===== config.mk =====
export PLATFORM = sky130hd
export DESIGN_NAME = unsigned_divide_64_with_remainder
export DESIGN_NICKNAME = d
export VERILOG_FILES = /design/src/udiv64_pkg.sv /design/src/unsigned_divide_64_with_remainder.sv /design/src/udiv64_dp.sv /design/src/udiv64_ctrl.sv
export SDC_FILE = /design/constraint.sdc
export NUM_CORES = 1
export LEC_CHECK = 0
export BUFFER_PORTS_ARGS = -buffer_cell sky130_fd_sc_hd__clkbuf_2
export CAP_MARGIN = 20
export CORE_ASPECT_RATIO = 1.25
export CORE_MARGIN = 5
export CORE_UTILIZATION = 60
export CTS_CLUSTER_DIAMETER = 120
export DETAILED_ROUTE_END_ITERATION = 10
export PLACE_DENSITY = 0.84
export REMOVE_ABC_BUFFERS = 1
export SLEW_MARGIN = 20
export SYNTH_ARGS = -nofsm -noshare
export SYNTH_HDL_FRONTEND = slang
export SYNTH_SLANG_ARGS = --single-unit

===== constraint.sdc =====
create_clock -name aclk -period 16.5 [get_ports aclk]
set_input_delay 0.825 -clock aclk [delete_from_list [all_inputs] [get_ports aclk]]
set_output_delay 0.825 -clock aclk [all_outputs]
set_load 0.03 [all_outputs]

===== src/udiv64_pkg.sv =====
// Package for the 64-bit unsigned restoring divider.
// Holds field widths, the controller state type and the controller/datapath
// command and status structs. No dependencies.
package udiv64_pkg;

    localparam int FIELD_W        = 64;
    localparam int DATA_WIDTH_DEF = 64;

    typedef enum logic [1:0] {
        ST_IDLE,
        ST_RUN,
        ST_HOLD
    } udiv64_state_t;

    // controller -> datapath
    typedef struct packed {
        logic load;     // capture operands, clear partial remainder
        logic step;     // settle one quotient bit
        logic publish;  // copy result into the output register
    } udiv64_cmd_t;

    // datapath -> controller
    typedef struct packed {
        logic last;     // current step settles the lowest quotient bit
    } udiv64_status_t;

endpackage


===== src/unsigned_divide_64_with_remainder.sv =====
// Channel  Dir  Ports                          Payload (lowest bits first)
// s_       in   s_tvalid s_tready s_tdata      dividend_in[63:0], divisor_in[127:64]
// m_       out  m_tvalid m_tready m_tdata      quotient_out[63:0], remainder_out[127:64]
//                        m_tuser               divide_by_zero
//
// After an item is accepted, the divider runs DATA_WIDTH subtract steps through
// the single subtractor, then one publish into the output register. The next item
// is taken only in the idle state after the publish, so items do not overlap.
// The output register holds its result while m_tready is low; a result still
// waiting there stalls the publish and with it the input.
// aresetn is synchronous, active low, and clears the controller only.
module unsigned_divide_64_with_remainder #(
    parameter int DATA_WIDTH = udiv64_pkg::DATA_WIDTH_DEF
) (
    input  logic           aclk,
    input  logic           aresetn,
    input  logic           s_tvalid,
    output logic           s_tready,
    input  logic [127:0]   s_tdata,   // dividend_in, divisor_in
    output logic           m_tvalid,
    input  logic           m_tready,
    output logic [127:0]   m_tdata,   // quotient_out, remainder_out
    output logic [0:0]     m_tuser    // divide_by_zero
);
    import udiv64_pkg::*;

    udiv64_cmd_t            cmd;
    udiv64_status_t         status;
    logic [FIELD_W-1:0]     quotient_out;
    logic [FIELD_W-1:0]     remainder_out;
    logic                   divide_by_zero;

    udiv64_ctrl u_ctrl (
        .aclk     (aclk),
        .aresetn  (aresetn),
        .s_tvalid (s_tvalid),
        .s_tready (s_tready),
        .m_tvalid (m_tvalid),
        .m_tready (m_tready),
        .cmd      (cmd),
        .status   (status)
    );

    udiv64_dp #(
        .DATA_WIDTH (DATA_WIDTH)
    ) u_dp (
        .aclk           (aclk),
        .cmd            (cmd),
        .status         (status),
        .dividend_in    (s_tdata[FIELD_W-1:0]),
        .divisor_in     (s_tdata[2*FIELD_W-1:FIELD_W]),
        .quotient_out   (quotient_out),
        .remainder_out  (remainder_out),
        .divide_by_zero (divide_by_zero)
    );

    assign m_tdata = {remainder_out, quotient_out};
    assign m_tuser = divide_by_zero;

endmodule


===== src/udiv64_dp.sv =====
// Datapath of the restoring divider: operand and partial remainder
// registers, bit counter, subtractor and the output register.
// Depends on udiv64_pkg.
module udiv64_dp #(
    parameter int DATA_WIDTH = udiv64_pkg::DATA_WIDTH_DEF
) (
    input  logic                          aclk,
    input  udiv64_pkg::udiv64_cmd_t       cmd,
    output udiv64_pkg::udiv64_status_t    status,
    input  logic [udiv64_pkg::FIELD_W-1:0] dividend_in,
    input  logic [udiv64_pkg::FIELD_W-1:0] divisor_in,
    output logic [udiv64_pkg::FIELD_W-1:0] quotient_out,
    output logic [udiv64_pkg::FIELD_W-1:0] remainder_out,
    output logic                          divide_by_zero
);
    import udiv64_pkg::*;

    localparam int CNT_W = $clog2(DATA_WIDTH);

    logic [DATA_WIDTH-1:0] part_reg, part_next;
    logic [DATA_WIDTH-1:0] numq_reg, numq_next;   // dividend bits out, quotient bits in
    logic [DATA_WIDTH-1:0] den_reg;
    logic                  dbz_reg;
    logic [CNT_W-1:0]      cnt_reg, cnt_next;

    logic [DATA_WIDTH-1:0] out_q_reg;
    logic [DATA_WIDTH-1:0] out_r_reg;
    logic                  out_z_reg;

    logic                  carry;
    logic [DATA_WIDTH-1:0] shifted;
    logic [DATA_WIDTH:0]   diff;
    logic                  take;

    assign carry   = part_reg[DATA_WIDTH-1];
    assign shifted = {part_reg[DATA_WIDTH-2:0], numq_reg[DATA_WIDTH-1]};
    assign diff    = {1'b0, shifted} - {1'b0, den_reg};
    // bit shifted out means the true value already exceeds the divisor
    assign take    = carry | ~diff[DATA_WIDTH];

    always_comb begin
        part_next = part_reg;
        numq_next = numq_reg;
        cnt_next  = cnt_reg;
        if (cmd.load) begin
            part_next = '0;
            numq_next = dividend_in[DATA_WIDTH-1:0];
            cnt_next  = CNT_W'(DATA_WIDTH - 1);
        end else if (cmd.step) begin
            part_next = take ? diff[DATA_WIDTH-1:0] : shifted;
            numq_next = {numq_reg[DATA_WIDTH-2:0], take};
            cnt_next  = cnt_reg - 1'b1;
        end
    end

    always_ff @(posedge aclk) begin
        part_reg <= part_next;
        numq_reg <= numq_next;
        cnt_reg  <= cnt_next;
        if (cmd.load) begin
            den_reg <= divisor_in[DATA_WIDTH-1:0];
            dbz_reg <= (divisor_in[DATA_WIDTH-1:0] == '0);
        end
        if (cmd.publish) begin
            out_q_reg <= dbz_reg ? '0 : numq_reg;
            out_r_reg <= dbz_reg ? '0 : part_reg;
            out_z_reg <= dbz_reg;
        end
    end

    assign status.last    = (cnt_reg == '0);
    assign quotient_out   = FIELD_W'(out_q_reg);
    assign remainder_out  = FIELD_W'(out_r_reg);
    assign divide_by_zero = out_z_reg;

endmodule


===== src/udiv64_ctrl.sv =====
// Controller of the restoring divider: input/output handshake and the
// sequencing of load, step and publish commands. Depends on udiv64_pkg.
module udiv64_ctrl (
    input  logic                       aclk,
    input  logic                       aresetn,
    input  logic                       s_tvalid,
    output logic                       s_tready,
    output logic                       m_tvalid,
    input  logic                       m_tready,
    output udiv64_pkg::udiv64_cmd_t    cmd,
    input  udiv64_pkg::udiv64_status_t status
);
    import udiv64_pkg::*;

    udiv64_state_t state_reg, state_next;
    logic          out_valid_reg, out_valid_next;
    logic          out_free;

    // output register can take a result this cycle
    assign out_free = ~out_valid_reg | m_tready;

    always_ff @(posedge aclk) begin
        if (!aresetn) begin
            state_reg     <= ST_IDLE;
            out_valid_reg <= 1'b0;
        end else begin
            state_reg     <= state_next;
            out_valid_reg <= out_valid_next;
        end
    end

    always_comb begin
        state_next  = state_reg;
        cmd         = '0;
        s_tready    = 1'b0;
        unique case (state_reg)
            ST_IDLE: begin
                s_tready = 1'b1;
                if (s_tvalid) begin
                    cmd.load   = 1'b1;
                    state_next = ST_RUN;
                end
            end
            ST_RUN: begin
                cmd.step = 1'b1;
                if (status.last) begin
                    state_next = ST_HOLD;
                end
            end
            ST_HOLD: begin
                if (out_free) begin
                    cmd.publish = 1'b1;
                    state_next  = ST_IDLE;
                end
            end
            default: state_next = ST_IDLE;
        endcase

        if (cmd.publish) begin
            out_valid_next = 1'b1;
        end else if (m_tready) begin
            out_valid_next = 1'b0;
        end else begin
            out_valid_next = out_valid_reg;
        end
    end

    assign m_tvalid = out_valid_reg;

endmodule

Yosys cells after proc, flatten, opt, wreduce, memory -nomap -nowiden
Index checks and enable logic that the tools add are counted.
{"block": "classes", "mux": 15, "n_addsub": 2, "reduce_logical": 6, "n_eq_ne": 5, "bitwise": 4}
{"cell": "2-to-1 mux 64 bit", "n": 3}
{"cell": "subtractor 64 x 64 -> 65 bit", "n": 1}
{"cell": "zero test 64 bit", "n": 1}
{"cell": "2-to-1 mux 1 bit", "n": 8}
{"cell": "zero test 6 bit", "n": 1}
{"cell": "2-to-1 mux 2 bit", "n": 3}
{"cell": "case mux 2 bit (3 select lines)", "n": 1}
{"cell": "subtractor 6 x 1 -> 6 bit (second input constant)", "n": 1}
{"cell": "!= test 2 bit (second input constant)", "n": 2}
{"cell": "nonzero test 2 bit", "n": 2}
{"cell": "AND reduction 3 bit", "n": 1}
{"cell": "== test 2 x 1 -> 1 bit (second input constant)", "n": 1}
{"cell": "== test 2 bit (second input constant)", "n": 1}
{"cell": "zero test 2 bit", "n": 1}
{"cell": "!= test 2 x 1 -> 1 bit (second input constant)", "n": 1}
{"cell": "NOT 1 bit", "n": 2}
{"cell": "bitwise OR 1 bit", "n": 2}
{"block": "word_totals", "output_inout_bits": 131, "regBits": 331, "inputBits": 132, "wordCells": 42}

Longest topological paths before layout
{"block": "depth", "ltp_word": 5, "depth_mapped": 16, "mapped_depth_nobuf": 13}

Modules after synthesis
Synthesis repeated with hierarchy kept, for this count alone.
{"block": "unflattened", "hier_cells": 1530, "area_unflattened_um2": 17046.3}
{"mod": "udiv64_dp", "cells_each": 1512, "seq_area_each_um2": 9148.8, "area_each_um2": 16886.2, "instances": 1}
{"mod": "udiv64_ctrl", "cells_each": 18, "seq_area_each_um2": 60.1, "area_each_um2": 160.2, "instances": 1}

Least setup slack after synthesis
OpenSTA, ideal clock, no wires.
{"block": "synth_path", "path_kind": "input-to-reg", "startpoint": "input m_tready", "endpoint": "register u_dp.out_z_reg, in the netlist u_dp.divide_by_zero (enable)", "arrival_time_ns": 6.635, "stages": 2, "required_ns": 15.866, "path_buffers": 0, "setup_ns": 0.634, "path_slack_ns": 9.230, "path_cell_list": "nand2b_1 > nor2b_1"}
{"element": "from (decl)", "line": "unsigned_divide_64_with_remainder.sv:21", "text": "input logic m_tready,"}
{"element": "to (signal assigned)", "line": "udiv64_dp.sv:67", "text": "out_z_reg <= dbz_reg;"}
{"element": "to (decl)", "line": "udiv64_dp.sv:28", "text": "logic out_z_reg;"}

Worst setup path after layout
{"block": "layout_path", "startpoint": "register u_dp.numq_reg[63]", "endpoint": "register u_dp.part_reg[3]"}
{"block": "layout_between", "elab_chain_len": 4}
{"element": "from (decl)", "line": "udiv64_dp.sv:21", "text": "logic [DATA_WIDTH-1:0] numq_reg, numq_next;"}
{"element": "from (signal assigned)", "line": "udiv64_dp.sv:58", "text": "numq_reg <= numq_next;"}
{"element": "subtractor 64 x 64 -> 65 bit *", "line": "udiv64_dp.sv:37", "text": "assign diff = {1'b0, shifted} - {1'b0, den_reg};"}
{"element": "NOT 1 bit", "line": "udiv64_dp.sv:39", "text": "assign take = carry | ~diff[DATA_WIDTH];"}
{"element": "bitwise OR 1 bit", "line": "udiv64_dp.sv:39"}
{"element": "2-to-1 mux 64 bit *", "line": "udiv64_dp.sv:50", "text": "part_next = take ? diff[DATA_WIDTH-1:0] : shifted;"}
{"element": "to (signal assigned)", "line": "udiv64_dp.sv:57", "text": "part_reg <= part_next;"}
{"element": "to (decl)", "line": "udiv64_dp.sv:20", "text": "logic [DATA_WIDTH-1:0] part_reg, part_next;"}
Mark *: on every way between the ends. The rest lies on a longest branch, timed or not.
A chain may end at the register's enable or synchronous reset.

==> results.py <==
metrics = {
    "status": {
        "outcome": "complete, no violations",
    },
    "power_and_ir_drop": {
        "peakVddDrop_mv": 0.0964,
        "power_leakage_uw": 0.00809,
        "p_per_area_mw_per_mm2": 142,
        "power_uw": 2750,
    },
    "placed_design": {
        "hpwlAfterDp_mm": 31.0,
        "port_buffers": 262,
        "place_ws_ns": 12.49,
        "gp_congestion": 0.983,
        "dp_cells": 2182,
    },
    "cells_and_area": {
        "drive_gt1_share_pct": 19.1,
        "area_delta_synth_final_pct": 15.8,
        "antenna_cells": 0,
        "final_util_pct": 70.1,
        "final.fill_count": 2078,
        "final_cells": 2245,
        "nNetsFinal": 2068,
    },
    "grt": {
        "grtUsageMet1_pct": 34.7,
        "grt_pass1_vias": 13100,
        "overflow": 0,
        "grt_pass1_wl_mm": 69.9,
        "grtUsageTotal_pct": 27.2,
        "met2_usage_pct": 47.0,
        "use_met3_pct": 6.25,
        "grt_max_degree": 101,
        "antenna_found_initial": 0,
        "grt_most_used_layer": "met2",
    },
    "synth": {
        "synthFlopType": "edfxtp_1",
        "syn-mean-instance-area_um2": 10.2,
        "yosys.area.top_type": "edfxtp_1",
        "yosysUniqueCellTypes": 76,
        "synth_top_area_share_pct": 46.4,
        "async_flop_share_pct": 0,
        "synth_area_leaders": "edfxtp_1 46%, dfxtp_1 8.8%, nand2_1 6.8%",
        "synth_edf_count": 258,
        "ys_warn_count": 0,
        "synth_commonest_cells": "302 x nand2_1, 258 x edfxtp_1, 137 x nor2b_1, 126 x a21oi_1, 89 x inv_1",
        "synth-seq-area-share_pct": 55.2,
        "ys_ff_latch": 331,
        "syn_area_mm2": 0.0167,
        "yosysMostFrequentCell": "nand2_1",
        "syn_inst": 1641,
    },
    "critical_path": {
        "reg2reg_to": "u_dp.part_reg[3]$_SDFFE_PP0P_",
        "rr_worst_depth": 14,
        "worstReg2RegStart": "u_dp.numq_reg[63]$_DFFE_PP_",
        "cp_slowest_cell": "buf_4",
        "path_cells": "inv_1 > ha_1 > fa_1 > nor2b_1 > o31a_1 > o21ai_0 > a21oi_1 > a211o_1 > nor2_2 > o21a_4 > buf_4 > and3b_1 > a21oi_1 > o21ai_1",
        "cp-end-kind": "flip-flop",
        "required_ns": 16.89,
        "critPathLaunchType": "flip-flop",
        "path_max_fanout": 100,
        "regToRegSetupSlack_ns": 12.47,
        "critical_path_class": "flip-flop to flip-flop",
        "critPathMostFrequentCell": "a21oi_1",
        "cpPeakStageDelay_ns": 0.84,
        "arrival_ns": 4.41,
    },
    "clocking": {
        "worstSkewPairLatency_ns": 0.53,
        "cts_resized": 0,
        "clock_tree.root_cell": "clkbuf_16",
        "clock-sinks": 331,
        "cts_tree": "yes",
        "hold_buffers": 0,
        "path_clk_slew_ns": 0.06,
        "cts.path.max_buffers": 3,
        "htreeDepth": 2,
        "post-cts-setup-buffer-count": 0,
        "cts_buffers": 34,
    },
    "detailed_routing": {
        "first_iter_violations": 1008,
        "wirelength_mm": 43.9,
        "drc": 0,
        "antenna_left": 0,
        "wl_per_cell_um": 19.5,
        "vias": 13100,
        "viasPerCell": 5.82,
        "drt_pass1_iterations": 6,
    },
    "sta": {
        "slew_headroom_pct": 32.3,
        "fin_setup_tns_ns": 0,
        "worstMarginPinSlew_ns": 1.02,
        "slew_viol_final": 0,
        "finClkSkew_ns": 0.0146,
        "rsz0062_at_grt": "no",
        "worst_slack_ns": 12.47,
        "max_freq_mhz": 248,
        "fin_crit_sh_pct": 24.4,
        "hold_viol": 0,
        "setup_viol": 0,
        "timing.final.crit_period_ns": 4.03,
    },
    "die": {
        "die_w_um": 159,
        "fp.dieH_um": 196,
        "start_util_pct": 60.5,
        "die_area_mm2": 0.0313,
        "core_region_area_mm2": 0.0276,
        "io_pins": 263,
        "core.rowCount": 68,
    },
    "hold_path": {
        "whs_endpoint": "u_dp.part_reg[46]$_SDFFE_PP0P_",
        "min_path_type": "flip-flop to flip-flop",
        "holdPathStages": 2,
        "min-delay-start": "u_dp.part_reg[46]$_SDFFE_PP0P_",
    },
    "flow_run": {
        "maxCapViolations": 0,
    },
}
==> power breakdown <==
| group | internal (uW) | switching (uW) |
|---|---|---|
| clock | 441 | 332 |
| combinational | 346 | 546 |
| sequential | 1010 | 79.7 |
==> routing by layer <==
metal | vias up | part of all wire [%]
li1 | 6249 | -
met1 | 6221 | 40
met2 | 529 | 49
met3 | 70 | 7.9
met4 | 0 | 2.7
met5 | - | 0
==> worst max-delay path, delay by kind of cell (launching register included) <==
kind / cells / cell delay (ns)
AO/OA/AOI/OAI: 7 / 1.52
adder cells (fa/ha/maj): 2 / 0.40
AND/OR/NAND/NOR: 3 / 0.61
buffers and inverters: 2 / 0.93
flip-flops: 1 / 0.38
==> cell type report <==
cell class / instances / area, um^2 / share of cell area [%]
timing repair buffer: 275 / 1420 / 7.35
inverter: 89 / 337 / 1.74
multi-input combinational: 1138 / 6790 / 35.1
sequential: 331 / 9210 / 47.6
clock inverter: 21 / 209 / 1.08
tap: 350 / 438 / 2.27
clock buffer: 41 / 928 / 4.80
==> worst max-delay path by stage <==
stage / startpoint / end / slack (ns) / cells past startpoint
after floorplan: s_tvalid / u_dp.numq_reg[0]$_DFFE_PP_ / 7.96 / 4
after global placement: u_dp.numq_reg[63]$_DFFE_PP_ / u_dp.part_reg[3]$_SDFFE_PP0P_ / 12.65 / 14
after detailed placement: u_dp.numq_reg[63]$_DFFE_PP_ / u_dp.part_reg[3]$_SDFFE_PP0P_ / 12.49 / 14
after CTS: u_dp.numq_reg[63]$_DFFE_PP_ / u_dp.part_reg[54]$_SDFFE_PP0P_ / 12.48 / 13
after global routing: u_dp.numq_reg[63]$_DFFE_PP_ / u_dp.part_reg[5]$_SDFFE_PP0P_ / 12.23 / 14
final: u_dp.numq_reg[63]$_DFFE_PP_ / u_dp.part_reg[3]$_SDFFE_PP0P_ / 12.47 / 14
==> through the flow <==
stage	instance area, um^2	hold slack [ns]
finish	19300	0.481
global route	19300	0.474
CTS	19300	0.475
detailed placement	18200	0.472
global placement	18200	0.465
floorplan	16300	0.449
==> placed cells by master, fill, tap and decap left out, types with 29 or more instances in the layout <==
master and n:
edfxtp_1 258, inv_1 87, ha_1 66, nor2_1 82, dfxtp_1 73, clkbuf_2 262, xnor2_1 29, nand2_1 300
clkbuf_16 35, nor2b_1 135, o21ai_0 66, o21ai_1 43, a21oi_1 126
==> kinds of logic (layout without fill, tap and decap cells) <==
group | count (synthesis) | in the layout | synth area share (%)
AND/OR/NAND/NOR | 641 | 641 | 18.2
AO/OA/AOI/OAI | 366 | 366 | 13.8
flip-flops | 331 | 331 | 55.2
buffers and inverters | 172 | 426 | 4.32
adder cells (fa/ha/maj) | 67 | 67 | 5.07
XOR/XNOR | 54 | 54 | 2.83
multiplexers | 10 | 10 | 0.600
Note: power is estimated with default switching activity, not from simulation.
